File: config.mk
export PLATFORM = sky130hd
export DESIGN_NAME = mlfq_three_level_scheduler_unit_flat
export DESIGN_NICKNAME = d
export VERILOG_FILES = /design/src/rtl/mlfq_pkg.sv /design/src/rtl/mlfq_ifs.sv /design/src/rtl/mlfq_ram.sv /design/src/rtl/mlfq_core.sv /design/src/rtl/mlfq_three_level_scheduler_unit.sv /design/src/flat_wrapper.sv
export VERILOG_INCLUDE_DIRS = /design/src /design/src/rtl
export SDC_FILE = /design/constraint.sdc
export NUM_CORES = 2
export LEC_CHECK = 0
export BUFFER_PORTS_ARGS = -buffer_cell sky130_fd_sc_hd__buf_4
export CAP_MARGIN = 0
export CORE_MARGIN = 4
export CORE_UTILIZATION = 40
export DETAILED_ROUTE_END_ITERATION = 8
export PLACE_DENSITY_LB_ADDON = 0.05
export SYNTH_ARGS = -nofsm -noshare
export SYNTH_HDL_FRONTEND = slang
export SYNTH_HIERARCHICAL = 1
export SYNTH_SLANG_ARGS = --single-unit
File: constraint.sdc
create_clock -name clk -period 17.4 [get_ports clk]
set_clock_uncertainty 0.1 [all_clocks]
set_input_delay 3.48 -clock clk [delete_from_list [all_inputs] [get_ports clk]]
set_output_delay 3.48 -clock clk [all_outputs]
set_load 0.02 [all_outputs]
File: src/rtl/mlfq_three_level_scheduler_unit_defines.svh
// Assertion macros for the three-level feedback-queue scheduler.
// Used by the top level; expects signals named clk and rst in scope.
`ifndef MLFQ_THREE_LEVEL_SCHEDULER_UNIT_DEFINES_SVH
`define MLFQ_THREE_LEVEL_SCHEDULER_UNIT_DEFINES_SVH

// A condition that must hold at every clock edge outside reset.
`define MLFQ_ASSERT_NOW(lbl, cond, msg) \
  lbl: assert property (@(posedge clk) disable iff (rst) (cond)) else $error(msg);

// A condition that must hold in the cycle after an antecedent.
`define MLFQ_ASSERT_NEXT(lbl, ante, cons, msg) \
  lbl: assert property (@(posedge clk) disable iff (rst) (ante) |=> (cons)) else $error(msg);

`endif

File: src/rtl/mlfq_pkg.sv
// Shared types, constants and helper functions of the feedback-queue scheduler.
// No dependencies; the RAM, the core and the top level import this package.
package mlfq_pkg;

  localparam int TASKS_DEF = 16;
  localparam int LEVELS = 3;
  localparam int TASK_ID_W = 5;

  localparam logic [15:0] BOOST_INTERVAL_RST = 16'd25;
  localparam logic [7:0] QUANTUM_ONE_RST = 8'd2;
  localparam logic [7:0] QUANTUM_TWO_RST = 8'd4;
  localparam logic [7:0] QUANTUM_THREE_RST = 8'd8;
  localparam logic [7:0] BOOST_CAP = 8'd2;

  typedef enum logic [1:0] {
    FUNC_NEW   = 2'd0,
    FUNC_BURST = 2'd1,
    FUNC_EXIT  = 2'd2,
    FUNC_TICK  = 2'd3
  } func_t;

  typedef enum logic [2:0] {
    KIND_IDLE   = 3'd0,
    KIND_RUN    = 3'd1,
    KIND_NEW    = 3'd2,
    KIND_EXIT   = 3'd3,
    KIND_REJECT = 3'd4
  } kind_t;

  typedef enum logic [1:0] {
    REG_BOOST_INTERVAL = 2'd0,
    REG_QUANTUM_ONE    = 2'd1,
    REG_QUANTUM_TWO    = 2'd2,
    REG_QUANTUM_THREE  = 2'd3
  } cfg_idx_t;

  // One entry of the per-task memory.
  typedef struct packed {
    logic        active;
    logic [1:0]  level;
    logic [15:0] burst;
    logic [15:0] remaining;
    logic [31:0] wait_cnt;
    logic [31:0] exec_cnt;
  } task_rec_t;

  typedef struct packed {
    kind_t       kind;
    logic [31:0] tick_number;
    logic        boosted;
    logic [4:0]  running_task;
    logic [15:0] requested;
    logic [15:0] used;
    logic [1:0]  run_level;
    logic [31:0] wait_total;
    logic [31:0] turnaround;
  } res_t;

  typedef struct packed {
    logic [15:0] boost_interval;
    logic [7:0]  quantum_one;
    logic [7:0]  quantum_two;
    logic [7:0]  quantum_three;
  } cfg_t;

  typedef struct packed {
    logic       busy;
    logic [4:0] current_task;
    logic [5:0] queued;
  } status_t;

  // Saturating increment of a 32-bit statistic.
  function automatic logic [31:0] sat_inc32(input logic [31:0] v);
    return (v == 32'hFFFF_FFFF) ? v : v + 32'd1;
  endfunction

endpackage

File: src/rtl/mlfq_ifs.sv
// Channel interfaces of the scheduler: input events, results, configuration writes.
// Depends on nothing; field widths are fixed by the block's item format.
interface mlfq_in_if;
  logic        valid;
  logic        ready;
  logic [1:0]  func;
  logic [4:0]  task_number;
  logic [15:0] burst_length;
  modport source(output valid, func, task_number, burst_length, input ready);
  modport sink(input valid, func, task_number, burst_length, output ready);
endinterface

interface mlfq_out_if;
  logic        valid;
  logic        ready;
  logic [2:0]  kind;
  logic [31:0] tick_number;
  logic        boosted;
  logic [4:0]  running_task;
  logic [15:0] requested;
  logic [15:0] used;
  logic [1:0]  run_level;
  logic [31:0] wait_total;
  logic [31:0] turnaround;
  modport source(output valid, kind, tick_number, boosted, running_task, requested, used,
                 run_level, wait_total, turnaround, input ready);
  modport sink(input valid, kind, tick_number, boosted, running_task, requested, used,
               run_level, wait_total, turnaround, output ready);
endinterface

interface mlfq_cfg_if;
  logic        valid;
  logic        ready;
  logic [1:0]  index;
  logic [15:0] data;
  modport source(output valid, index, data, input ready);
  modport sink(input valid, index, data, output ready);
endinterface

File: src/rtl/mlfq_ram.sv
// Simple dual-port synchronous RAM, one write and one registered read per cycle.
// Depends on mlfq_pkg for default sizes.
module mlfq_ram import mlfq_pkg::*; #(
  parameter int WIDTH = TASK_ID_W,
  parameter int DEPTH = TASKS_DEF
) (
  input  logic                     clk,
  input  logic                     we,
  input  logic [$clog2(DEPTH)-1:0] waddr,
  input  logic [WIDTH-1:0]         wdata,
  input  logic [$clog2(DEPTH)-1:0] raddr,
  output logic [WIDTH-1:0]         rdata
);

  logic [WIDTH-1:0] mem [DEPTH];

  // Write port and registered read port.
  always_ff @(posedge clk) begin
    if (we) begin
      mem[waddr] <= wdata;
    end
    rdata <= mem[raddr];
  end

endmodule

File: src/rtl/mlfq_core.sv
// Scheduler sequencer: per-task memory, queue memory and the control that walks them.
// Depends on mlfq_pkg and mlfq_ram.
module mlfq_core import mlfq_pkg::*; #(
  parameter int TASKS = TASKS_DEF
) (
  input  logic        clk,
  input  logic        rst,
  input  logic        in_valid,
  output logic        in_ready,
  input  logic [1:0]  in_func,
  input  logic [4:0]  in_task,
  input  logic [15:0] in_blen,
  output logic        out_valid,
  input  logic        out_ready,
  output res_t        out_res,
  input  cfg_t        cfg,
  input  logic        cfg_reload,
  input  logic [15:0] cfg_reload_val,
  output status_t     status
);

  localparam int TAW = $clog2(TASKS + 1);
  localparam int IW = $clog2(TASKS);
  localparam int CW = $clog2(TASKS + 1);
  localparam int CW1 = CW + 1;
  localparam int FDEPTH = LEVELS * TASKS;
  localparam int FAW = $clog2(FDEPTH);
  localparam int RECW = $bits(task_rec_t);
  localparam logic [4:0] TASK_MAX = 5'(TASKS);

  typedef enum logic [16:0] {
    S_IDLE = 17'h00001,
    S_EVRD = 17'h00002,
    S_EV   = 17'h00004,
    S_TICK = 17'h00008,
    S_BCWR = 17'h00010,
    S_BM   = 17'h00020,
    S_BMF  = 17'h00040,
    S_BMT  = 17'h00080,
    S_SCH  = 17'h00100,
    S_DM   = 17'h00200,
    S_PICK = 17'h00400,
    S_PRE  = 17'h00800,
    S_POP  = 17'h01000,
    S_SW   = 17'h02000,
    S_SWE  = 17'h04000,
    S_FIN  = 17'h08000,
    S_OUT  = 17'h10000
  } state_t;

  state_t state;

  logic [IW-1:0] head [LEVELS];
  logic [CW-1:0] cnt [LEVELS];
  logic [4:0] cur;
  logic [7:0] quantum;
  logic [31:0] tick_count;
  logic [15:0] countdown;
  logic [1:0] ev_func;
  logic [4:0] ev_task;
  logic [15:0] ev_blen;
  logic [4:0] mv_task;
  logic [TAW-1:0] sw;
  logic [TAW-1:0] widx;
  logic rv;
  logic cur_fin;
  res_t res;
  logic [TASKS:0] vld;
  logic vld_q;

  logic tm_we;
  logic [TAW-1:0] tm_waddr;
  logic [TAW-1:0] tm_raddr;
  task_rec_t tm_wdata;
  logic [RECW-1:0] tm_q;
  logic fm_we;
  logic [FAW-1:0] fm_waddr;
  logic [FAW-1:0] fm_raddr;
  logic [4:0] fm_wdata;
  logic [4:0] fm_q;

  // Queue slot address within the shared queue memory.
  function automatic logic [FAW-1:0] faddr(input logic [1:0] q, input logic [IW-1:0] idx);
    return FAW'(q) * FAW'(TASKS) + FAW'(idx);
  endfunction

  function automatic logic [IW-1:0] hnext(input logic [IW-1:0] h);
    return (h == IW'(TASKS - 1)) ? '0 : h + IW'(1);
  endfunction

  function automatic logic [IW-1:0] tail(input logic [IW-1:0] h, input logic [CW-1:0] c);
    logic [CW1-1:0] s;
    s = CW1'(h) + CW1'(c);
    if (s >= CW1'(TASKS)) begin
      s = s - CW1'(TASKS);
    end
    return IW'(s);
  endfunction

  function automatic logic [7:0] qfor(input logic [1:0] lvl, input cfg_t c);
    logic [7:0] q;
    case (lvl)
      2'd1: q = c.quantum_one;
      2'd2: q = c.quantum_two;
      default: q = c.quantum_three;
    endcase
    return (q == 8'd0) ? 8'd1 : q;
  endfunction

  // Per-task records; entries never written read as zero through the valid bits.
  mlfq_ram #(.WIDTH(RECW), .DEPTH(TASKS + 1)) u_task_ram (
    .clk(clk), .we(tm_we), .waddr(tm_waddr), .wdata(tm_wdata),
    .raddr(tm_raddr), .rdata(tm_q)
  );

  // Three round-robin queues of task numbers, TASKS slots each.
  mlfq_ram #(.WIDTH(TASK_ID_W), .DEPTH(FDEPTH)) u_fifo_ram (
    .clk(clk), .we(fm_we), .waddr(fm_waddr), .wdata(fm_wdata),
    .raddr(fm_raddr), .rdata(fm_q)
  );

  task_rec_t rec;
  task_rec_t wb_rec;
  logic [1:0] best;
  logic [1:0] best_q;
  logic [1:0] bm_q;
  logic bm_any;
  logic [1:0] ev_lvl;
  logic burst_ok;
  logic [1:0] dm_lvl;
  logic wb_is_cur;
  logic [32:0] tat_sum;
  logic [31:0] tat;

  // Decoded view of the record read in the previous cycle.
  always_comb begin
    rec = vld_q ? task_rec_t'(tm_q) : '0;
    best = (cnt[0] != '0) ? 2'd1 : (cnt[1] != '0) ? 2'd2 : (cnt[2] != '0) ? 2'd3 : 2'd0;
    best_q = best - 2'd1;
    bm_any = (cnt[2] != '0) || (cnt[1] != '0);
    bm_q = (cnt[2] != '0) ? 2'd2 : 2'd1;
    ev_lvl = (rec.level == 2'd0) ? 2'd1 : rec.level;
    burst_ok = (ev_blen != 16'd0) && rec.active && (rec.remaining == 16'd0);
    dm_lvl = (rec.level < 2'd3) ? rec.level + 2'd1 : 2'd3;
    tat_sum = {1'b0, rec.wait_cnt} + {1'b0, rec.exec_cnt};
    tat = tat_sum[32] ? 32'hFFFF_FFFF : tat_sum[31:0];
    wb_is_cur = (5'(widx) == cur);
    wb_rec = rec;
    if (wb_is_cur) begin
      wb_rec.exec_cnt = sat_inc32(rec.exec_cnt);
      if (rec.remaining != 16'd0) begin
        wb_rec.remaining = rec.remaining - 16'd1;
      end
    end else if (rec.active && rec.remaining != 16'd0) begin
      wb_rec.wait_cnt = sat_inc32(rec.wait_cnt);
    end
  end

  // Memory port control per sequencer step.
  always_comb begin
    tm_we = 1'b0;
    tm_waddr = '0;
    tm_wdata = rec;
    tm_raddr = '0;
    fm_we = 1'b0;
    fm_waddr = '0;
    fm_wdata = cur;
    fm_raddr = '0;
    unique case (state)
      S_EVRD: tm_raddr = TAW'(ev_task);
      S_EV: begin
        tm_waddr = TAW'(ev_task);
        fm_wdata = ev_task;
        fm_waddr = faddr(ev_lvl - 2'd1, tail(head[ev_lvl - 2'd1], cnt[ev_lvl - 2'd1]));
        case (ev_func)
          FUNC_NEW: begin
            tm_we = 1'b1;
            tm_wdata.active = 1'b1;
          end
          FUNC_BURST: begin
            tm_we = burst_ok;
            fm_we = burst_ok;
            tm_wdata.level = ev_lvl;
            tm_wdata.burst = ev_blen;
            tm_wdata.remaining = ev_blen;
          end
          default: begin
            tm_we = 1'b1;
            tm_wdata.active = 1'b0;
          end
        endcase
      end
      S_TICK: tm_raddr = TAW'(cur);
      S_BCWR: begin
        tm_we = 1'b1;
        tm_waddr = TAW'(cur);
        tm_wdata.level = 2'd1;
      end
      S_BM: fm_raddr = faddr(bm_q, head[bm_q]);
      S_BMF: tm_raddr = TAW'(fm_q);
      S_BMT: begin
        tm_we = 1'b1;
        tm_waddr = TAW'(mv_task);
        tm_wdata.level = 2'd1;
        fm_we = 1'b1;
        fm_waddr = faddr(2'd0, tail(head[0], cnt[0]));
        fm_wdata = mv_task;
      end
      S_SCH: tm_raddr = TAW'(cur);
      S_DM: begin
        tm_we = 1'b1;
        tm_waddr = TAW'(cur);
        tm_wdata.level = dm_lvl;
        fm_we = 1'b1;
        fm_waddr = faddr(dm_lvl - 2'd1, tail(head[dm_lvl - 2'd1], cnt[dm_lvl - 2'd1]));
      end
      S_PICK: begin
        tm_raddr = TAW'(cur);
        fm_raddr = faddr(best_q, head[best_q]);
      end
      S_PRE: begin
        fm_we = (rec.level > best);
        fm_waddr = faddr(rec.level - 2'd1, tail(head[rec.level - 2'd1], cnt[rec.level - 2'd1]));
        fm_raddr = faddr(best_q, head[best_q]);
      end
      S_SW: begin
        tm_raddr = sw;
        tm_we = rv;
        tm_waddr = widx;
        tm_wdata = wb_rec;
      end
      S_SWE: begin
        tm_we = 1'b1;
        tm_waddr = widx;
        tm_wdata = wb_rec;
      end
      default: begin
      end
    endcase
  end

  assign in_ready = (state == S_IDLE);
  assign status.busy = (state != S_IDLE);
  assign status.current_task = cur;
  assign status.queued = 6'(cnt[0]) + 6'(cnt[1]) + 6'(cnt[2]);

  // Sequencer, queue pointers and scheduler registers.
  always_ff @(posedge clk) begin
    if (rst) begin
      state <= S_IDLE;
      for (int q = 0; q < LEVELS; q++) begin
        head[q] <= '0;
        cnt[q] <= '0;
      end
      cur <= '0;
      quantum <= '0;
      tick_count <= 32'd1;
      countdown <= BOOST_INTERVAL_RST - 16'd1;
      out_valid <= 1'b0;
      vld <= '0;
      vld_q <= 1'b0;
      rv <= 1'b0;
      cur_fin <= 1'b0;
    end else begin
      vld_q <= vld[tm_raddr];
      if (tm_we) begin
        vld[tm_waddr] <= 1'b1;
      end
      if (out_valid && out_ready) begin
        out_valid <= 1'b0;
      end
      if (cfg_reload) begin
        countdown <= cfg_reload_val;
      end
      unique case (state)
        S_IDLE: begin
          if (in_valid) begin
            ev_func <= in_func;
            ev_task <= in_task;
            ev_blen <= in_blen;
            res <= '0;
            res.tick_number <= tick_count;
            if (func_t'(in_func) == FUNC_TICK) begin
              state <= S_TICK;
            end else begin
              res.running_task <= in_task;
              if (in_task == 5'd0 || in_task > TASK_MAX) begin
                res.kind <= KIND_REJECT;
                state <= S_OUT;
              end else begin
                state <= S_EVRD;
              end
            end
          end
        end
        S_EVRD: state <= S_EV;
        S_EV: begin
          case (ev_func)
            FUNC_NEW: res.kind <= KIND_NEW;
            FUNC_BURST: begin
              res.kind <= KIND_REJECT;
              if (burst_ok) begin
                cnt[ev_lvl - 2'd1] <= cnt[ev_lvl - 2'd1] + CW'(1);
                res.requested <= ev_blen;
                res.run_level <= ev_lvl;
              end
            end
            default: begin
              res.kind <= KIND_EXIT;
              res.wait_total <= rec.wait_cnt;
              res.turnaround <= tat;
            end
          endcase
          state <= S_OUT;
        end
        S_TICK: begin
          if (countdown == 16'd0) begin
            res.boosted <= 1'b1;
            countdown <= (cfg.boost_interval == 16'd0) ? 16'd0 : cfg.boost_interval - 16'd1;
            if (cur != 5'd0) begin
              if (quantum > BOOST_CAP) begin
                quantum <= BOOST_CAP;
              end
              state <= S_BCWR;
            end else begin
              state <= S_BM;
            end
          end else begin
            countdown <= countdown - 16'd1;
            state <= S_SCH;
          end
        end
        S_BCWR: state <= S_BM;
        // Boost drains level three, then level two, into level one.
        S_BM: begin
          if (bm_any) begin
            head[bm_q] <= hnext(head[bm_q]);
            cnt[bm_q] <= cnt[bm_q] - CW'(1);
            state <= S_BMF;
          end else begin
            state <= S_SCH;
          end
        end
        S_BMF: begin
          mv_task <= fm_q;
          state <= S_BMT;
        end
        S_BMT: begin
          cnt[0] <= cnt[0] + CW'(1);
          state <= S_BM;
        end
        S_SCH: begin
          if (cur != 5'd0 && quantum == 8'd0) begin
            state <= S_DM;
          end else begin
            state <= S_PICK;
          end
        end
        // Quantum expired: demote and requeue the running task.
        S_DM: begin
          cnt[dm_lvl - 2'd1] <= cnt[dm_lvl - 2'd1] + CW'(1);
          cur <= '0;
          state <= S_PICK;
        end
        S_PICK: begin
          if (best == 2'd0) begin
            sw <= TAW'(1);
            rv <= 1'b0;
            cur_fin <= 1'b0;
            state <= S_SW;
          end else if (cur == 5'd0) begin
            head[best_q] <= hnext(head[best_q]);
            cnt[best_q] <= cnt[best_q] - CW'(1);
            quantum <= qfor(best, cfg);
            state <= S_POP;
          end else begin
            state <= S_PRE;
          end
        end
        // Preemption by a strictly better level.
        S_PRE: begin
          if (rec.level > best) begin
            cnt[rec.level - 2'd1] <= cnt[rec.level - 2'd1] + CW'(1);
            head[best_q] <= hnext(head[best_q]);
            cnt[best_q] <= cnt[best_q] - CW'(1);
            quantum <= qfor(best, cfg);
            state <= S_POP;
          end else begin
            sw <= TAW'(1);
            rv <= 1'b0;
            cur_fin <= 1'b0;
            state <= S_SW;
          end
        end
        S_POP: begin
          cur <= fm_q;
          sw <= TAW'(1);
          rv <= 1'b0;
          cur_fin <= 1'b0;
          state <= S_SW;
        end
        // Counter sweep: read one task while the previous one is written back.
        S_SW: begin
          rv <= 1'b1;
          widx <= sw;
          if (rv && wb_is_cur) begin
            res.running_task <= cur;
            res.requested <= rec.burst;
            res.used <= rec.burst - wb_rec.remaining;
            res.run_level <= rec.level;
            cur_fin <= (wb_rec.remaining == 16'd0);
          end
          if (sw == TAW'(TASKS)) begin
            state <= S_SWE;
          end else begin
            sw <= sw + TAW'(1);
          end
        end
        S_SWE: begin
          if (wb_is_cur) begin
            res.running_task <= cur;
            res.requested <= rec.burst;
            res.used <= rec.burst - wb_rec.remaining;
            res.run_level <= rec.level;
            cur_fin <= (wb_rec.remaining == 16'd0);
          end
          rv <= 1'b0;
          state <= S_FIN;
        end
        // Execute: the running task consumes one tick of quantum.
        S_FIN: begin
          tick_count <= tick_count + 32'd1;
          if (cur != 5'd0) begin
            res.kind <= KIND_RUN;
            if (quantum != 8'd0) begin
              quantum <= quantum - 8'd1;
            end
            if (cur_fin) begin
              cur <= '0;
            end
          end
          state <= S_OUT;
        end
        S_OUT: begin
          if (!out_valid || out_ready) begin
            out_valid <= 1'b1;
            out_res <= res;
            state <= S_IDLE;
          end
        end
        default: state <= S_IDLE;
      endcase
    end
  end

endmodule

File: src/rtl/mlfq_three_level_scheduler_unit.sv
// Top level of the three-level feedback-queue scheduler: channels, configuration registers.
// Depends on mlfq_pkg, mlfq_ifs, mlfq_core and the assertion macro header.
//
// One transaction at a time: an event (new, burst, exit) reads and updates the task record,
// or goes straight to the result when the task number is rejected; a tick is mostly the counter
// sweep through the per-task memory at one entry a cycle, plus steps for each task a boost
// moves and for a running task it finds. A finished result waits in the output register while
// the next transaction is accepted. Configuration writes are taken at any time.
`include "mlfq_three_level_scheduler_unit_defines.svh"

module mlfq_three_level_scheduler_unit import mlfq_pkg::*; #(
  parameter int TASKS = TASKS_DEF
) (
  input logic        clk,
  input logic        rst,
  mlfq_in_if.sink    in_ch,
  mlfq_out_if.source out_ch,
  mlfq_cfg_if.sink   cfg_ch
);

  cfg_t cfg;
  res_t res;
  status_t st;
  logic cfg_reload;
  logic [15:0] cfg_reload_val;

  // Configuration registers.
  assign cfg_ch.ready = 1'b1;
  assign cfg_reload = cfg_ch.valid && (cfg_idx_t'(cfg_ch.index) == REG_BOOST_INTERVAL);
  assign cfg_reload_val = (cfg_ch.data == 16'd0) ? 16'd0 : cfg_ch.data - 16'd1;

  always_ff @(posedge clk) begin
    if (rst) begin
      cfg.boost_interval <= BOOST_INTERVAL_RST;
      cfg.quantum_one <= QUANTUM_ONE_RST;
      cfg.quantum_two <= QUANTUM_TWO_RST;
      cfg.quantum_three <= QUANTUM_THREE_RST;
    end else if (cfg_ch.valid) begin
      unique case (cfg_idx_t'(cfg_ch.index))
        REG_BOOST_INTERVAL: cfg.boost_interval <= cfg_ch.data;
        REG_QUANTUM_ONE: cfg.quantum_one <= cfg_ch.data[7:0];
        REG_QUANTUM_TWO: cfg.quantum_two <= cfg_ch.data[7:0];
        REG_QUANTUM_THREE: cfg.quantum_three <= cfg_ch.data[7:0];
      endcase
    end
  end

  mlfq_core #(.TASKS(TASKS)) u_core (
    .clk(clk),
    .rst(rst),
    .in_valid(in_ch.valid),
    .in_ready(in_ch.ready),
    .in_func(in_ch.func),
    .in_task(in_ch.task_number),
    .in_blen(in_ch.burst_length),
    .out_valid(out_ch.valid),
    .out_ready(out_ch.ready),
    .out_res(res),
    .cfg(cfg),
    .cfg_reload(cfg_reload),
    .cfg_reload_val(cfg_reload_val),
    .status(st)
  );

  // Result fields.
  assign out_ch.kind = res.kind;
  assign out_ch.tick_number = res.tick_number;
  assign out_ch.boosted = res.boosted;
  assign out_ch.running_task = res.running_task;
  assign out_ch.requested = res.requested;
  assign out_ch.used = res.used;
  assign out_ch.run_level = res.run_level;
  assign out_ch.wait_total = res.wait_total;
  assign out_ch.turnaround = res.turnaround;

  // A task is never queued twice, so the queues together hold at most TASKS entries.
  `MLFQ_ASSERT_NOW(a_queue_bound, st.queued <= 6'(TASKS), "queues hold more than TASKS")
  `MLFQ_ASSERT_NOW(a_cur_range, st.current_task <= 5'(TASKS), "running task out of range")
  `MLFQ_ASSERT_NEXT(a_busy_after_accept, in_ch.valid && in_ch.ready, st.busy, "not busy")

endmodule
File: src/flat_wrapper.sv
// flat-port wrapper written by rule: the top's interface ports become plain ports
module mlfq_three_level_scheduler_unit_flat import mlfq_pkg::*;
#(
  parameter int TASKS = TASKS_DEF
)
  (clk, rst, in_ch_valid, in_ch_func, in_ch_task_number, in_ch_burst_length, in_ch_ready, out_ch_valid, out_ch_kind, out_ch_tick_number, out_ch_boosted, out_ch_running_task, out_ch_requested, out_ch_used, out_ch_run_level, out_ch_wait_total, out_ch_turnaround, out_ch_ready, cfg_ch_valid, cfg_ch_index, cfg_ch_data, cfg_ch_ready);
  mlfq_in_if in_ch_i ();
  mlfq_out_if out_ch_i ();
  mlfq_cfg_if cfg_ch_i ();
  input logic clk;
  input logic rst;
  input wire logic [$bits(in_ch_i.valid)-1:0] in_ch_valid;
  input wire logic [$bits(in_ch_i.func)-1:0] in_ch_func;
  input wire logic [$bits(in_ch_i.task_number)-1:0] in_ch_task_number;
  input wire logic [$bits(in_ch_i.burst_length)-1:0] in_ch_burst_length;
  output wire logic [$bits(in_ch_i.ready)-1:0] in_ch_ready;
  output wire logic [$bits(out_ch_i.valid)-1:0] out_ch_valid;
  output wire logic [$bits(out_ch_i.kind)-1:0] out_ch_kind;
  output wire logic [$bits(out_ch_i.tick_number)-1:0] out_ch_tick_number;
  output wire logic [$bits(out_ch_i.boosted)-1:0] out_ch_boosted;
  output wire logic [$bits(out_ch_i.running_task)-1:0] out_ch_running_task;
  output wire logic [$bits(out_ch_i.requested)-1:0] out_ch_requested;
  output wire logic [$bits(out_ch_i.used)-1:0] out_ch_used;
  output wire logic [$bits(out_ch_i.run_level)-1:0] out_ch_run_level;
  output wire logic [$bits(out_ch_i.wait_total)-1:0] out_ch_wait_total;
  output wire logic [$bits(out_ch_i.turnaround)-1:0] out_ch_turnaround;
  input wire logic [$bits(out_ch_i.ready)-1:0] out_ch_ready;
  input wire logic [$bits(cfg_ch_i.valid)-1:0] cfg_ch_valid;
  input wire logic [$bits(cfg_ch_i.index)-1:0] cfg_ch_index;
  input wire logic [$bits(cfg_ch_i.data)-1:0] cfg_ch_data;
  output wire logic [$bits(cfg_ch_i.ready)-1:0] cfg_ch_ready;
  assign in_ch_i.valid = in_ch_valid;
  assign in_ch_i.func = in_ch_func;
  assign in_ch_i.task_number = in_ch_task_number;
  assign in_ch_i.burst_length = in_ch_burst_length;
  assign in_ch_ready = in_ch_i.ready;
  assign out_ch_valid = out_ch_i.valid;
  assign out_ch_kind = out_ch_i.kind;
  assign out_ch_tick_number = out_ch_i.tick_number;
  assign out_ch_boosted = out_ch_i.boosted;
  assign out_ch_running_task = out_ch_i.running_task;
  assign out_ch_requested = out_ch_i.requested;
  assign out_ch_used = out_ch_i.used;
  assign out_ch_run_level = out_ch_i.run_level;
  assign out_ch_wait_total = out_ch_i.wait_total;
  assign out_ch_turnaround = out_ch_i.turnaround;
  assign out_ch_i.ready = out_ch_ready;
  assign cfg_ch_i.valid = cfg_ch_valid;
  assign cfg_ch_i.index = cfg_ch_index;
  assign cfg_ch_i.data = cfg_ch_data;
  assign cfg_ch_ready = cfg_ch_i.ready;
  mlfq_three_level_scheduler_unit #(.TASKS(TASKS)) u_core (.clk(clk), .rst(rst), .in_ch(in_ch_i), .out_ch(out_ch_i), .cfg_ch(cfg_ch_i));
endmodule
==> impl_metrics.csv <==
group,metric,value,unit
timing,fmax,0.1426,GHz
timing,hold-worst-slack,0.3092,ns
critical_path,criticalPathCategory,"reg2out",
cts,cts-root-buf,"clkbuf_16",
place,dp_slack,10.53,ns
cts,cts_made_buffers,298,
critical_path,crit_path_start_kind,"register",
cts,htree_levels,5,
cts,cts_setup_buffers,0,
routing,ant_nets,0,
timing,fin_ws,10.39,ns
routing,drt_first_pass_iters,6,
global_routing,grt_pass1_wl,427800,um
cts,clkTransAtPathRegs,0.06,ns
timing,relSlewSlack,9.108,%
place,dp.cells,9492,
die,core_area,0.2567,mm^2
cts,post_cts_resized,0,
layout,final_cell_count_no_fill,10020,
critical_path,worstPathRequired,13.82,ns
power_and_ir_drop,p_leak,40.80,nW
routing,via_per_inst,5.771,
place,port_buffers,186,
routing,drc,0,
global_routing,antenna_found_initial,6,
cts,ctsHoldBuffers,0,
cts,tritoncts,"built",
critical_path,path_max_fanout,8,
logic_synthesis,syn-cell-area,0.1032,mm^2
timing,tns,0,ns
layout,area_growth,14.35,%
routing,wl_per_cell,29.89,um
logic_synthesis,synthCells,6095,
power_and_ir_drop,p_per_area,109.4,mW/mm^2
critical_path,crit_path_end_kind,"primary output",
timing,worst_pin_slew,1.354,ns
routing,routed-via-count,57830,
die,rows,186,
layout,nets,6549,
job,maxCapViolCount,0,
global_routing,grt_max_degree,139,
layout,final_core_util,45.95,%
timing,fin_crit,7.013,ns
die,dieArea,0.2661,mm^2
status,status,"complete, no violations",
logic_synthesis,synth_nets,6233,
power_and_ir_drop,ir_drop,0.0001113,V
place,dpl_cell_area,0.1084,mm^2
place,finalWeightedCongestion,0.8733,
cts,clockBufferDepth,4,
layout,drive_gt1_share,19.72,%
timing,drv_slew,0,
timing,hold_viol_final,0,
timing,period_share,40.31,%
min_path,hold_class,"reg2reg",
die,fp.dieW,515.8,um
timing,setup_violations,0,
die,ioPinCount,188,
critical_path,arrival,3.43,ns
place,hpwl,173000,um
timing,rsz0062_at_grt,"no",
cts,clock_latency,0.94,ns
die,die_h,515.8,um
cts,clock-sinks,2518,
power_and_ir_drop,total_power,12.90,mW
logic_synthesis,syn-mean-instance-area,16.92,um^2
routing,wl,299500,um
global_routing,grt_pass1_vias,57850,
global_routing,overflow,0,
layout,design_area,0.1180,mm^2
global_routing,grt.total_usage,22.24,%
layout,nFillCells,22090,
die,initial_core_util,40.19,%
routing,drtIter0Drc,6359,
logic_synthesis,yosys_warnings,6,
metal layers:
metal / up-vias / GRT usage, % / share of wire, %
li1: 24860 / - / -
met1: 30650 / 33.39 / 46
met2: 1942 / 34.04 / 46
met3: 380 / 3.714 / 6.2
met4: 0 / 5.050 / 1.9
met5: - / 0 / 0
worst max-delay path: stages (launching register included):
cell and delay (ns):
dfxtp_1 0.39, nor4_4 0.44, nand4_1 0.26, or3_1 0.40, or3b_2 0.60, inv_1 0.27
buf_4 0.20
placed cells by master (no fill, tap or decap), types with 35 or more instances in the layout:
master / instances
and2_1: 76
xnor2_1: 124
nand2_1: 353
xor2_1: 81
clkinv_2: 45
a221oi_1: 110
nand2b_1: 35
clkbuf_16: 301
a22oi_1: 53
dfxtp_1: 242
edfxtp_1: 2275
nand3_1: 97
nand4_1: 37
a21oi_1: 181
clkbuf_1: 67
o22ai_1: 121
mux2i_1: 226
nor2_1: 429
ha_1: 86
inv_1: 91
o21ai_0: 126
mux4_2: 442
nor3_1: 67
buf_4: 323
where the power goes:
| group | switching, mW | internal (mW) | total, mW |
|---|---|---|---|
| registers | 0.0409 | 6.56 | 6.61 |
| clock network | 2.39 | 3.67 | 6.06 |
| logic | 0.154 | 0.0835 | 0.238 |
path summary, 6_finish.rpt:
path / from / end / slack, ns / cells past startpoint
setup / recovery: u_core/u_core/state[13] / in_ch_ready / 10.39 / 6
hold / removal: u_core/u_core/res[53] / u_core/u_core/out_res[53] / 0.31 / 0
setup reg to reg: u_core/u_core/state[13] / u_core/u_core/u_task_ram/rdata[20] / 10.67 / 12
hold reg to reg: u_core/u_core/res[53] / u_core/u_core/out_res[53] / 0.31 / 0
registers in the layout, indices dropped and copies added (netlist names), 20 cells and up:
| register | flops |
|---|---|
| u_core/cfg | 40 |
| u_core/u_core/cnt | 20 |
| u_core/u_core/out_res | 139 |
| u_core/u_core/res | 139 |
| u_core/u_core/tick_count | 32 |
| u_core/u_core/u_fifo_ram/mem | 240 |
| u_core/u_core/u_task_ram/mem | 1683 |
| u_core/u_core/u_task_ram/rdata | 99 |
cell type report:
cell class              count  area (um^2)  share of cell area (%)
multi-input cells        3163        28010                   23.75
repair buffers            336         2661                   2.256
flip-flops and latches   2518        73180                   62.04
clock buffers             400         8224                   6.972
inverters                  94        360.3                  0.3055
clock inverters           122         1272                   1.079
diodes                      4        10.01                0.008486
well taps                3384         4234                   3.590
Power figures use the tool's default switching activity.
